[src/hw/rtl/tli_pkg.sv]
`timescale 1ns / 1ps
// ----------------------------------------------------------------------------
// tli_pkg
// Shared constants, command and status types of the trajectory interpolator.
// ----------------------------------------------------------------------------
package tli_pkg;

    localparam int DEF_CAPACITY    = 16;
    localparam int DEF_JOINTS      = 6;
    localparam int DEF_VALUE_WIDTH = 32;
    localparam int DEF_TIME_WIDTH  = 32;

    localparam int FIELD_WIDTH = 32;
    localparam int STAMP_WIDTH = 32;
    localparam int JNUM_WIDTH  = 3;
    localparam int ALPHA_BITS  = 16;

    localparam logic [1:0] OP_PUSH  = 2'd0;
    localparam logic [1:0] OP_QUERY = 2'd1;
    localparam logic [1:0] OP_CLEAR = 2'd2;

    localparam logic [1:0] ST_INTERP     = 2'd0;
    localparam logic [1:0] ST_CLAMP_LOW  = 2'd1;
    localparam logic [1:0] ST_CLAMP_HIGH = 2'd2;
    localparam logic [1:0] ST_TOO_FEW    = 2'd3;

    // controller -> datapath
    typedef struct packed {
        logic push;        // stage the incoming joint, commit if point_done
        logic clear;       // empty the ring
        logic query_load;  // latch query time
        logic seg_issue;   // read the time at the seg index
        logic seg_check;   // compare the read segment
        logic seg_next;    // advance segment index
        logic div_start;   // start the alpha division
        logic div_step;    // one alpha divider step
        logic val_issue;   // read both waypoints of the current joint
        logic val_mul;     // product stage
        logic val_out;     // load output register
        logic joint_next;  // advance joint index
    } tli_cmd_t;

    // datapath -> controller
    typedef struct packed {
        logic few_points;
        logic seg_hit;
        logic seg_last;
        logic div_done;
        logic joint_last;
        logic out_busy;
        logic commit_busy; // staged waypoint still being swept into the ring
    } tli_stat_t;

endpackage

[src/hw/rtl/tli_ctrl.sv]
`timescale 1ns / 1ps
// ----------------------------------------------------------------------------
// tli_ctrl
// Sequencer for push, clear and query items of the trajectory interpolator.
// ----------------------------------------------------------------------------
module tli_ctrl
    import tli_pkg::*;
(
    input  logic       clk,
    input  logic       rst_n,
    input  logic       in_fire,
    input  logic [1:0] in_op,
    input  tli_stat_t  stat,
    output logic       in_ready,
    output tli_cmd_t   cmd
);

    localparam logic [3:0] S_IDLE   = 4'd0;
    localparam logic [3:0] S_FEW    = 4'd1;
    localparam logic [3:0] S_SEG_RD = 4'd2;
    localparam logic [3:0] S_SEG_CK = 4'd3;
    localparam logic [3:0] S_DIV    = 4'd4;
    localparam logic [3:0] S_VAL_RD = 4'd5;
    localparam logic [3:0] S_VAL_WT = 4'd6;
    localparam logic [3:0] S_VAL_MU = 4'd7;
    localparam logic [3:0] S_VAL_OUT = 4'd8;
    localparam logic [3:0] S_START  = 4'd9;

    logic [3:0] state_reg, state_next;

    always_ff @(posedge clk or negedge rst_n)
    begin
        if (!rst_n)
        begin
            state_reg <= S_IDLE;
        end
        else
        begin
            state_reg <= state_next;
        end
    end

    // hold off input while a committed waypoint is swept into the ring
    assign in_ready = (state_reg == S_IDLE) && !stat.commit_busy;

    always_comb
    begin
        state_next = state_reg;
        cmd        = '0;
        case (state_reg)
            S_IDLE:
            begin
                if (in_fire)
                begin
                    case (in_op)
                        OP_PUSH:  cmd.push  = 1'b1;
                        OP_CLEAR: cmd.clear = 1'b1;
                        OP_QUERY:
                        begin
                            cmd.query_load = 1'b1;
                            state_next     = S_START;
                        end
                        default: ;
                    endcase
                end
            end
            S_START:
            begin
                state_next = stat.few_points ? S_FEW : S_SEG_RD;
            end
            S_FEW:
            begin
                if (!stat.out_busy)
                begin
                    cmd.val_out = 1'b1;
                    state_next  = S_IDLE;
                end
            end
            S_SEG_RD:
            begin
                cmd.seg_issue = 1'b1;
                state_next    = S_SEG_CK;
            end
            S_SEG_CK:
            begin
                cmd.seg_check = 1'b1;
                if (stat.seg_hit || stat.seg_last)
                begin
                    cmd.div_start = 1'b1;
                    state_next    = S_DIV;
                end
                else
                begin
                    cmd.seg_next = 1'b1;
                    state_next   = S_SEG_RD;
                end
            end
            S_DIV:
            begin
                if (stat.div_done)
                begin
                    state_next = S_VAL_RD;
                end
                else
                begin
                    cmd.div_step = 1'b1;
                end
            end
            S_VAL_RD:
            begin
                cmd.val_issue = 1'b1;
                state_next    = S_VAL_WT;
            end
            S_VAL_WT:
            begin
                state_next = S_VAL_MU;
            end
            S_VAL_MU:
            begin
                cmd.val_mul = 1'b1;
                state_next  = S_VAL_OUT;
            end
            S_VAL_OUT:
            begin
                if (!stat.out_busy)
                begin
                    cmd.val_out = 1'b1;
                    if (stat.joint_last)
                    begin
                        state_next = S_IDLE;
                    end
                    else
                    begin
                        cmd.joint_next = 1'b1;
                        state_next     = S_VAL_RD;
                    end
                end
            end
            default: state_next = S_IDLE;
        endcase
    end

endmodule

[config.mk]
export PLATFORM = sky130hd
export DESIGN_NAME = tli_ctrl
export DESIGN_NICKNAME = d
export VERILOG_FILES = /design/src/hw/rtl/tli_pkg.sv /design/src/hw/rtl/tli_ctrl.sv
export SDC_FILE = /design/constraint.sdc
export NUM_CORES = 1
export LEC_CHECK = 0
export BUFFER_PORTS_ARGS = -buffer_cell sky130_fd_sc_hd__buf_2
export CORE_AREA = 2 2 39 41
export CTS_CLUSTER_SIZE = 12
export DETAILED_ROUTE_END_ITERATION = 16
export DIE_AREA = 0 0 41 43
export PLACE_DENSITY = 0.7
export SYNTH_ARGS = -nofsm -noshare
export SYNTH_HDL_FRONTEND = slang
export SYNTH_SLANG_ARGS = --single-unit
[constraint.sdc]
create_clock -name clk -period 2.1 [get_ports clk]
set_input_delay 0.42 -clock clk [delete_from_list [all_inputs] [get_ports clk]]
set_output_delay 0.42 -clock clk [all_outputs]
set_load 0.005 [all_outputs]
### Yosys cells after proc, flatten, opt, wreduce, memory -nomap -nowiden

Cells that the tools add are included.

* mux-type cells: 27
* bitwise operators: 0
* div/mod/pow operators: 0
* reductions and logical operators: 6
* eq/ne operators: 16
* add/subtract/negate cells: 0
* $mul: 0
* order comparisons: 0
* shift operators: 0

Operators with widths (number)
* 4-bit case mux with 10 select lines: 1
* 4-bit 2-to-1 mux: 5
* 4-bit by 3-bit == test with 1-bit output, second input constant: 4
* 3-bit 2-to-1 mux: 5
* 1-bit 2-to-1 mux: 13
* 4-bit by 2-bit == test with 1-bit output, second input constant: 2
* 4-bit == test, second input constant: 2
* 2-bit inequality test, second input constant: 4
* 5-bit AND reduction: 1
* 4-bit by 1-bit == test with 1-bit output, second input constant: 1
* 4-bit logical NOT: 1
* 2-bit 2-to-1 mux: 2
* 2-bit by 1-bit == test with 1-bit output, second input constant: 1
* 2-bit == test, second input constant: 1
* 2-bit logical NOT: 1
* 2-bit by 1-bit inequality test with 1-bit output, second input constant: 1
* 1-bit case mux with 2 select lines: 1
* 1-bit logical AND: 1
* 1-bit logical NOT: 1
* 1-bit logical OR: 1

* logic and storage cells: 50
* memory bits (writable): 0
* latch bits: 0
* memories: 0
* input port bits: 12
* bits in read-only memories: 0
* register bits: 4
* output and inout port bits: 13

### Logic depth before layout (Yosys ltp)

Gate-level depths: netlist of run 1.

* depth after elaboration: 4
* mapped depth: 5

### Worst setup path before layout of run 1

No wires, ideal clock.

* path kind: flip-flop to output port
* start point: reg state_reg[0]
* end point: out cmd[10] (netlist name)
* buffers on the path: 0
* required time: 1.680 ns
* slack: 0.414 ns
* stages on the path, launching flop included: 4
* data arrival time: 1.266 ns
* cell sequence: dfrtp_1 > or2_4 > or3_4 > nor4b_4

RTL lines
* from (decl): line tli_ctrl.sv:29 `logic [3:0] state_reg, state_next;`
* from (signal assigned): line tli_ctrl.sv:39 `state_reg <= state_next;`
* to (decl): line tli_ctrl.sv:15 `output tli_cmd_t cmd`

==> results of run 1 <==
layout by cell type, fill, tap and decap left out, types with 4 or more instances in the layout:
| master | n |
|---|---|
| buf_4 | 4 |
| buf_2 | 24 |
| nor3_1 | 6 |
| dfrtp_1 | 4 |
| nor2_1 | 6 |
| o31ai_1 | 5 |
| nand2b_1 | 4 |
kinds of logic after synthesis:
| kind of cell | Yosys count | synth area share [%] |
|---|---|---|
| compound gates | 14 | 25.4 |
| xor+xnor | 1 | 1.99 |
| buf+inv | 6 | 5.70 |
| flops | 4 | 22.8 |
| simple gates | 29 | 44.2 |
cell usage after synthesis:
| library cell | number |
|---|---|
| nor2_1 | 6 |
| nor3_1 | 6 |
| o31ai_1 | 5 |
| dfrtp_1 | 4 |
| nand2b_1 | 4 |
| a21oi_1 | 3 |
| inv_1 | 3 |
| nor4_1 | 3 |
| buf_2 | 2 |
| nand2_1 | 2 |
| nand3_1 | 2 |
| nor4b_4 | 2 |
| a2111oi_2 | 1 |
| a22oi_1 | 1 |
| a32o_1 | 1 |
| and2_1 | 1 |
| and3_1 | 1 |
| clkbuf_1 | 1 |
| o21ai_0 | 1 |
| o31ai_2 | 1 |
| o32ai_1 | 1 |
| or2_4 | 1 |
| or3_4 | 1 |
| xnor2_1 | 1 |
what timing repair did:
| item | 4_1_cts | 5_1_grt |
|---|---|---|
| hold buffers | 1 | 0 |
| endpoints found under the setup margin | 1 | 0 |
| buffers inserted | 1 | 0 |
| hold endpoints to repair | 4 | 0 |
per-stage QoR:
| step | std cells | util, % |
|---|---|---|
| 4_1_cts | 99 | 45.4 |
| 2_1_floorplan | 54 | - |
| 6_report | 99 | 45.4 |
| 3_3_place_gp | 94 | 42.5 |
| 3_5_place_dp | 94 | 42.5 |
| 5_1_grt | 99 | 45.4 |
area by class of cell:
type / count / area (sq um) / area share, %
clock buffers: 3 / 22.5 / 3.59
inverters: 3 / 11.3 / 1.79
multi-input cells: 44 / 314 / 50.0
flip-flops and latches: 4 / 100 / 15.9
well taps: 16 / 20.0 / 3.19
repair buffers: 29 / 160 / 25.5
path summary, 6_finish.rpt:
check / start / to / slack, ns / depth (start not counted)
max: state_reg[0] / cmd[11] / 0.09 / 4
max reg2reg: state_reg[3] / state_reg[0] / 0.54 / 5
max in group asynchronous: rst_n / state_reg[0] / 1.47 / 2
min in group clk: stat[1] / state_reg[0] / 0.52 / 3
min reg2reg: state_reg[1] / state_reg[3] / 0.61 / 2
min: rst_n / state_reg[2] / 0.51 / 2
where the power goes:
part | switching (mW) | total, mW | internal (mW)
registers | 0.0289 | 0.134 | 0.105
logic | 0.256 | 0.479 | 0.222
clock network | 0.0282 | 0.0919 | 0.0637
routing by layer:
metal  global-route usage, %  wire length, microns  up-vias  share of wire, %
li1                        -                     -      266                 -
met1                    18.6                   439      238                39
met2                    23.8                   631       12                56
met3                    3.14                    48        0               4.3
met4                    10.0                     0        0                 0
met5                       0                     0        -                 0
==> metrics.txt, run 1 <==
outcome complete, no violations; kind of end point of the critical path output pin; sequential element share of the synthesized area 22.8%; syn avg cell area 8.13 sq um; Crit path max-delay family simple AND/OR/NAND/NOR gates; Fmax 0.498 GHz; buffers added on ports 24; Layout area overhead 43.0%; YS warnings 0; Fill cells 144; CTS sink count 4; Largest register FFs 4; initial antenna violation count 0; Finished Cell Area 628 sq um; number of max-cap violations 0; drt total wl 1.12 mm; Inserted Clock Buffers 3; routability cong. 0.938; die height 43 microns; n_diodes 0; top cells by area, synth dfrtp_1, nor4b_4, o31ai_1; Cell variety after synth 24; Post-CTS Resized 0; worst setup slack after placement 0.247 ns; Worst-path clk slew 0.04 ns; Req. time, crit path 1.68 ns; Pwr Total 705 uW; Max VDD drop 0.758 mV; H-tree depth 1; die footprint 1760 sq um; leakage 0.307 nW; Core ar. 1380 sq um; All-Layer GR Usage 15.5%; CP max stage cell or3_4; Rows 14; TNS Setup 0 ns; share of cells above drive strength 1 44.6%; number of global-route vias before repair 472; Worst-Margin Slew 0.420 ns; Hold Crit Class input port to asynchronous set/reset pin; WP data arrival 1.59 ns; first-pass GRT wire length 1.87 mm; Remaining DRCs 0; Max stage delay on crit path 0.38 ns; Crit Path Max Fanout 4; Yosys reg bits 4; CP bufs+invs 1; clk_skew 0.00209 ns; CTS tree yes; 1st-iter DRT viols 4; Slew Limit Headroom 72.0%; routed len/inst 11.3 microns; num ports 25; dominant cell type by area after synthesis dfrtp_1; syn_nets 66; worst skew pair latency 0.23 ns; CTS Root Cell clkbuf_4; post-detail-place hpwl 921 microns; total grt overflow 0; pwr dens 1120 nW/um^2; unrepaired setup endpoints after global routing false; Mapped Cells 54; post-synthesis instance area 439 sq um; dpl cell area 588 sq um; die span in x 41 microns; Crit Path Class flop to output pin; count of final setup violators 0; Critical Path Start Type flop; Pre-antenna DRT Iters 3; min Tclk post-route 2.01 ns; Hold Slack 0.511 ns; Synth top area share 22.8%; CTS Buffer Depth 2; ANT nets after route 0; final worst path period share 95.7%; largest net degree at the start of global routing 12; via count 516; Vias/cell 5.21; CP Cell Sequence or2_4 -> or3_4 -> nor4b_4 -> buf_2; Hold Fails Final Rpt 0; Nets 97; initial core utilization 31.7%; post-route setup slack 0.0901 ns; Max Slew Vio Count 0
Note: power is estimated with default switching activity, not from simulation.
==> inputs of run 2 (changes only) <==
Clock period 2.1 ns to 2.3 ns, I/O delays scaled along.
==> metrics.txt, run 2 (same netlist as run 1, synthesis figures left out) <==
via count 512 (-0.78%); CP Cell Sequence or2_4 -> or3_4 -> nor4b_4 -> buf_2; CP bufs+invs 1 (unchanged); Layout area overhead 35.6%; TNS Setup 0 ns (unchanged); CTS tree yes; number of global-route vias before repair 482 (+2.1%); die height 43 microns (unchanged); Max VDD drop 0.668 mV (-12%); Post-CTS Resized 0 (unchanged); worst skew pair latency 0.23 ns (about the same); outcome complete, no violations; number of max-cap violations 0 (unchanged); leakage 0.287 nW (-6.5%); CP max stage cell dfrtp_1; final worst path period share 93.4%; Req. time, crit path 1.84 ns (+0.16 ns); Nets 93 (-4.1%); Vias/cell 5.39 (+3.4%); Crit path max-delay family simple AND/OR/NAND/NOR gates; CTS Buffer Depth 2 (unchanged); Largest register FFs 4 (unchanged); R2R depth 3 (-2); Hold Slack 0.0224 ns (-0.488 ns); reg2reg setup slack 0.77 ns (+0.23 ns); Multi-input gate area 314 sq um (unchanged); min Tclk post-route 2.15 ns; dpl cell area 573 sq um (-2.6%); Finished Cell Area 596 sq um (-5.2%); CTS Root Cell clkbuf_4; routed len/inst 13.0 microns (+15%); drt total wl 1.23 mm (+10%); final core occ 43.0% (-2.4 points); count of final setup violators 0 (unchanged); Max Slew Vio Count 0 (unchanged); share of cells above drive strength 1 43.0% (-1.5 points); Crit Path Max Fanout 6 (+2); largest net degree at the start of global routing 15 (+3); CTS sink count 4 (unchanged); Pre-antenna DRT Iters 4 (+1); n_diodes 0 (unchanged); post-detail-place hpwl 959 microns (+4.2%); Fmax 0.465 GHz; switching part of the total 46.3% (+1.8 points); Comb power frac 62.9% (-5.0 points); Seq pwr share 23.5% (+4.4 points); Rows 14 (unchanged); num ports 25 (unchanged); reg-to-reg critical path endpoint state_reg[0]; first-pass GRT wire length 1.98 mm (+5.9%); worst setup slack after placement 0.393 ns (+0.146 ns); most frequent cells in the layout buf_2, nor3_1, nor2_1; Hold Fails Final Rpt 0 (unchanged); Worst-path clk slew 0.04 ns (about the same); Crit Path Class flop to output pin; Hold Crit Class input port to asynchronous set/reset pin; hold buffers post-CTS 0 (-1); 1st-iter DRT viols 23 (+19); initial core utilization 31.7% (unchanged); total grt overflow 0 (unchanged); Reg2Reg Launch Point state_reg[3]; Clk pwr share 13.6% (+0.6 points); Remaining DRCs 0 (unchanged); Slew Limit Headroom 70.3% (-1.7 points); Fill cells 155 (+7.6%); Post-CTS Setup Inserts 0 (-1); Sequential cell area 100 sq um (unchanged); die span in x 41 microns (unchanged); Max stage delay on crit path 0.43 ns (+0.05 ns); buffers added on ports 24 (unchanged); leading cell type in the layout, fill and taps excluded buf_2; Critical Path Start Type flop; routability cong. 0.914 (-2.5%); unrepaired setup endpoints after global routing false; Worst-Margin Slew 0.445 ns (+0.0258 ns); post-route setup slack 0.152 ns (+0.0614 ns); kind of end point of the critical path output pin; Int Pwr 335 uW (-14%); H-tree depth 1 (unchanged); WP data arrival 1.69 ns (+0.10 ns); clk_skew 0.00161 ns (-0.000481 ns); pwr dens 1050 nW/um^2 (-6.6%); initial antenna violation count 0 (unchanged); die footprint 1760 sq um (unchanged); Core ar. 1380 sq um (unchanged); All-Layer GR Usage 16.9% (+1.3 points); ANT nets after route 0 (unchanged); Inserted Clock Buffers 3 (unchanged); switching power 289 uW (-7.8%)
run 2: cell types whose count changed in the layout (fill, tap and decap cells not counted):
| cell | before | now |
|---|---|---|
| buf_4 | 4 | 1 |
| dlygate4sd3_1 | 1 | 0 |
run 2: cell type report:
| class | count | area share [%] |
|---|---|---|
| Multi-Input combinational cell | 44 | 52.7 |
| Timing Repair Buffer | 25 | 21.4 |
| Sequential cell | 4 | 16.8 |
| Clock buffer | 3 | 3.78 |
| Tap cell | 16 | 3.36 |
| Inverter | 3 | 1.89 |
run 2: power groups by stage:
stage          clock network, mW  registers, mW  logic [mW]
6_report                  0.0848          0.146       0.393
2_1_floorplan                  0          0.119       0.306
3_3_place_gp                   0          0.145       0.381
5_1_grt                   0.0969          0.153       0.434
3_5_place_dp                   0          0.146       0.391
4_1_cts                   0.0913          0.145       0.392
run 2: metal layers:
layer | wire length [microns] | share of wire (%) | vias to the layer above | GRT usage (%)
met1 | 474 | 38 | 231 | 17.4
li1 | - | - | 260 | -
met3 | 70 | 5.7 | 2 | 4.19
met5 | 0 | 0 | - | 0
met4 | 10 | 0.81 | 0 | 10.7
met2 | 676 | 55 | 19 | 28.1
run 2: how the worst max path moves through the flow:
stage / from / to / slack [ns] / cells past startpoint
6_report: state_reg[0] / cmd[11] / 0.15 / 4
5_1_grt: state_reg[0] / cmd[11] / 0.06 / 4
4_1_cts: state_reg[0] / cmd[11] / 0.14 / 4
3_5_place_dp: state_reg[0] / cmd[11] / 0.39 / 4
3_3_place_gp: state_reg[0] / cmd[10] / 0.43 / 4
2_1_floorplan: state_reg[0] / cmd[10] / 0.57 / 3
run 2: stage by stage:
step | total power [mW] | instances
after floorplan | 0.425 | 54
final | 0.624 | 95
after global placement | 0.526 | 92
after CTS | 0.629 | 95
after global routing | 0.684 | 95
after detailed placement | 0.537 | 92
==> inputs of run 3 (changes only) <==
Settings changed: CTS_CLUSTER_SIZE 12 to default, RECOVER_POWER from default to 25.
==> metrics.txt, run 3 (same netlist as run 1, synthesis figures left out) <==
Worst-Margin Slew 0.445 ns (+0.0000110 ns); kind of end point of the critical path output pin; CTS Root Cell clkbuf_4; pwr dens 1050 nW/um^2 (+0.12%); unrepaired setup endpoints after global routing false; Max Slew Vio Count 0 (unchanged); outcome complete, no violations; Rows 14 (unchanged); count of final setup violators 0 (unchanged); min Tclk post-route 2.15 ns (unchanged); Stages on worst setup path 4 (unchanged); Clk pwr share 13.5% (about the same); clk_skew 0.00101 ns (-0.000597 ns); Seq pwr share 23.5% (about the same); Pwr Total 624 uW (about the same); worst setup slack after placement 0.393 ns (unchanged); Layout area overhead 35.3%; switching part of the total 46.3% (about the same); CP max stage cell dfrtp_1; Pre-antenna DRT Iters 4 (unchanged); Crit Path Max Fanout 6 (unchanged); initial antenna violation count 0 (unchanged); Int Pwr 335 uW (about the same); num ports 25 (unchanged); die span in x 41 microns (unchanged); 1st-iter DRT viols 23 (unchanged); placed insts 92 (unchanged); Critical Path Start Type flop; WP data arrival 1.69 ns (about the same); worst skew pair latency 0.23 ns (about the same); Remaining DRCs 0 (unchanged); CTS Buffer Depth 2 (unchanged); hold buffers post-CTS 0 (unchanged); most frequent cells in the layout buf_2, nor3_1, nor2_1; Inserted Clock Buffers 3 (unchanged); Req. time, crit path 1.84 ns (about the same); routability cong. 0.914 (unchanged); Core ar. 1380 sq um (unchanged); share of cells above drive strength 1 41.8% (-1.3 points); All-Layer GR Usage 16.9% (unchanged); CP bufs+invs 1 (unchanged); initial core utilization 31.7% (unchanged); largest net degree at the start of global routing 15 (unchanged); leakage 0.284 nW (-0.96%); Vias/cell 5.39 (unchanged); Nets 93 (unchanged); leading cell type in the layout, fill and taps excluded buf_2; H-tree depth 1 (unchanged); number of global-route vias before repair 482 (unchanged); post-route setup slack 0.152 ns (unchanged); number of max-cap violations 0 (unchanged); CP Cell Sequence or2_4 -> or3_4 -> nor4b_4 -> buf_2; ANT nets after route 0 (unchanged); CTS tree yes; Hold Slack 0.0437 ns (+0.0213 ns); Crit path max-delay family simple AND/OR/NAND/NOR gates; Max stage delay on crit path 0.43 ns (about the same); switching power 289 uW (-0.11%); Worst-path clk slew 0.04 ns (about the same); buffers added on ports 24 (unchanged); n_diodes 0 (unchanged); CTS sink count 4 (unchanged); post-detail-place hpwl 959 microns (unchanged); TNS Setup 0 ns (unchanged); Post-CTS Resized 0 (unchanged); drt total wl 1.23 mm (+0.16%); Largest register FFs 4 (unchanged); die footprint 1760 sq um (unchanged); routed len/inst 13.0 microns (+0.16%); non-filler cells, final 95 (unchanged); Slew Limit Headroom 70.3% (about the same); Hold Crit Class input port to asynchronous set/reset pin; Post-CTS Setup Inserts 0 (unchanged); die height 43 microns (unchanged); R2R depth 3 (unchanged); Fmax 0.465 GHz (unchanged); reg2reg setup slack 0.77 ns (about the same); total grt overflow 0 (unchanged); Comb power frac 63.0% (about the same); first-pass GRT wire length 1.98 mm (unchanged); final worst path period share 93.4% (unchanged); Crit Path Class flop to output pin; via count 512 (unchanged); Max VDD drop 0.668 mV (about the same); Hold Fails Final Rpt 0 (unchanged)
==> run 3: cell count changes in the layout (fill, tap and decap cells not counted) <==
cell      previous run  this run
buf_2               24        23
clkbuf_1             0         1
==> run 3: power by group through the flow <==
| stage | combinational [mW] | clock, mW | sequential, mW |
|---|---|---|---|
| finish | 0.393 | 0.0844 | 0.146 |
| global route | 0.434 | 0.0969 | 0.153 |
| CTS | 0.392 | 0.0913 | 0.145 |
| detailed placement | 0.391 | 0 | 0.146 |
| global placement | 0.381 | 0 | 0.145 |
| floorplan | 0.306 | 0 | 0.119 |
==> run 3: area by class of cell <==
cell class	instances	area, sq um
Tap cell	16	20.0
Inverter	3	11.3
Clock buffer	3	22.5
Multi-Input combinational cell	44	314
Timing Repair Buffer	25	126
Sequential cell	4	100
Fill cell	156	790
==> run 3: per-stage QoR <==
step	utilization, %	cell area, sq um
after floorplan	-	439
after global placement	41.4	573
after detailed placement	41.4	573
after CTS	43.0	596
after global routing	42.9	594
final	42.9	594
==> run 3: path summary, 6_finish.rpt <==
| check | startpoint | endpoint |
|---|---|---|
| setup / recovery | state_reg[0] | cmd[11] |
| hold / removal | rst_n | state_reg[2] |
| setup reg to reg | state_reg[3] | state_reg[0] |
| hold reg to reg | state_reg[1] | state_reg[3] |
| max in group asynchronous | rst_n | state_reg[0] |
| min in group clk | stat[1] | state_reg[0] |
==> run 3: worst register-to-register path, delay by kind of cell, from the launching register on <==
family	cells	cell delay, ns
compound gates	3	0.79
flops	1	0.60
==> run 3: per-layer routing <==
metal  vias to the layer above  track usage (%)  wire length (microns)
li1                        260                -                      -
met1                       231             17.4                    475
met2                        19             28.1                    676
met3                         2             4.19                     71
met4                         0             10.7                     10
met5                         -                0                      0
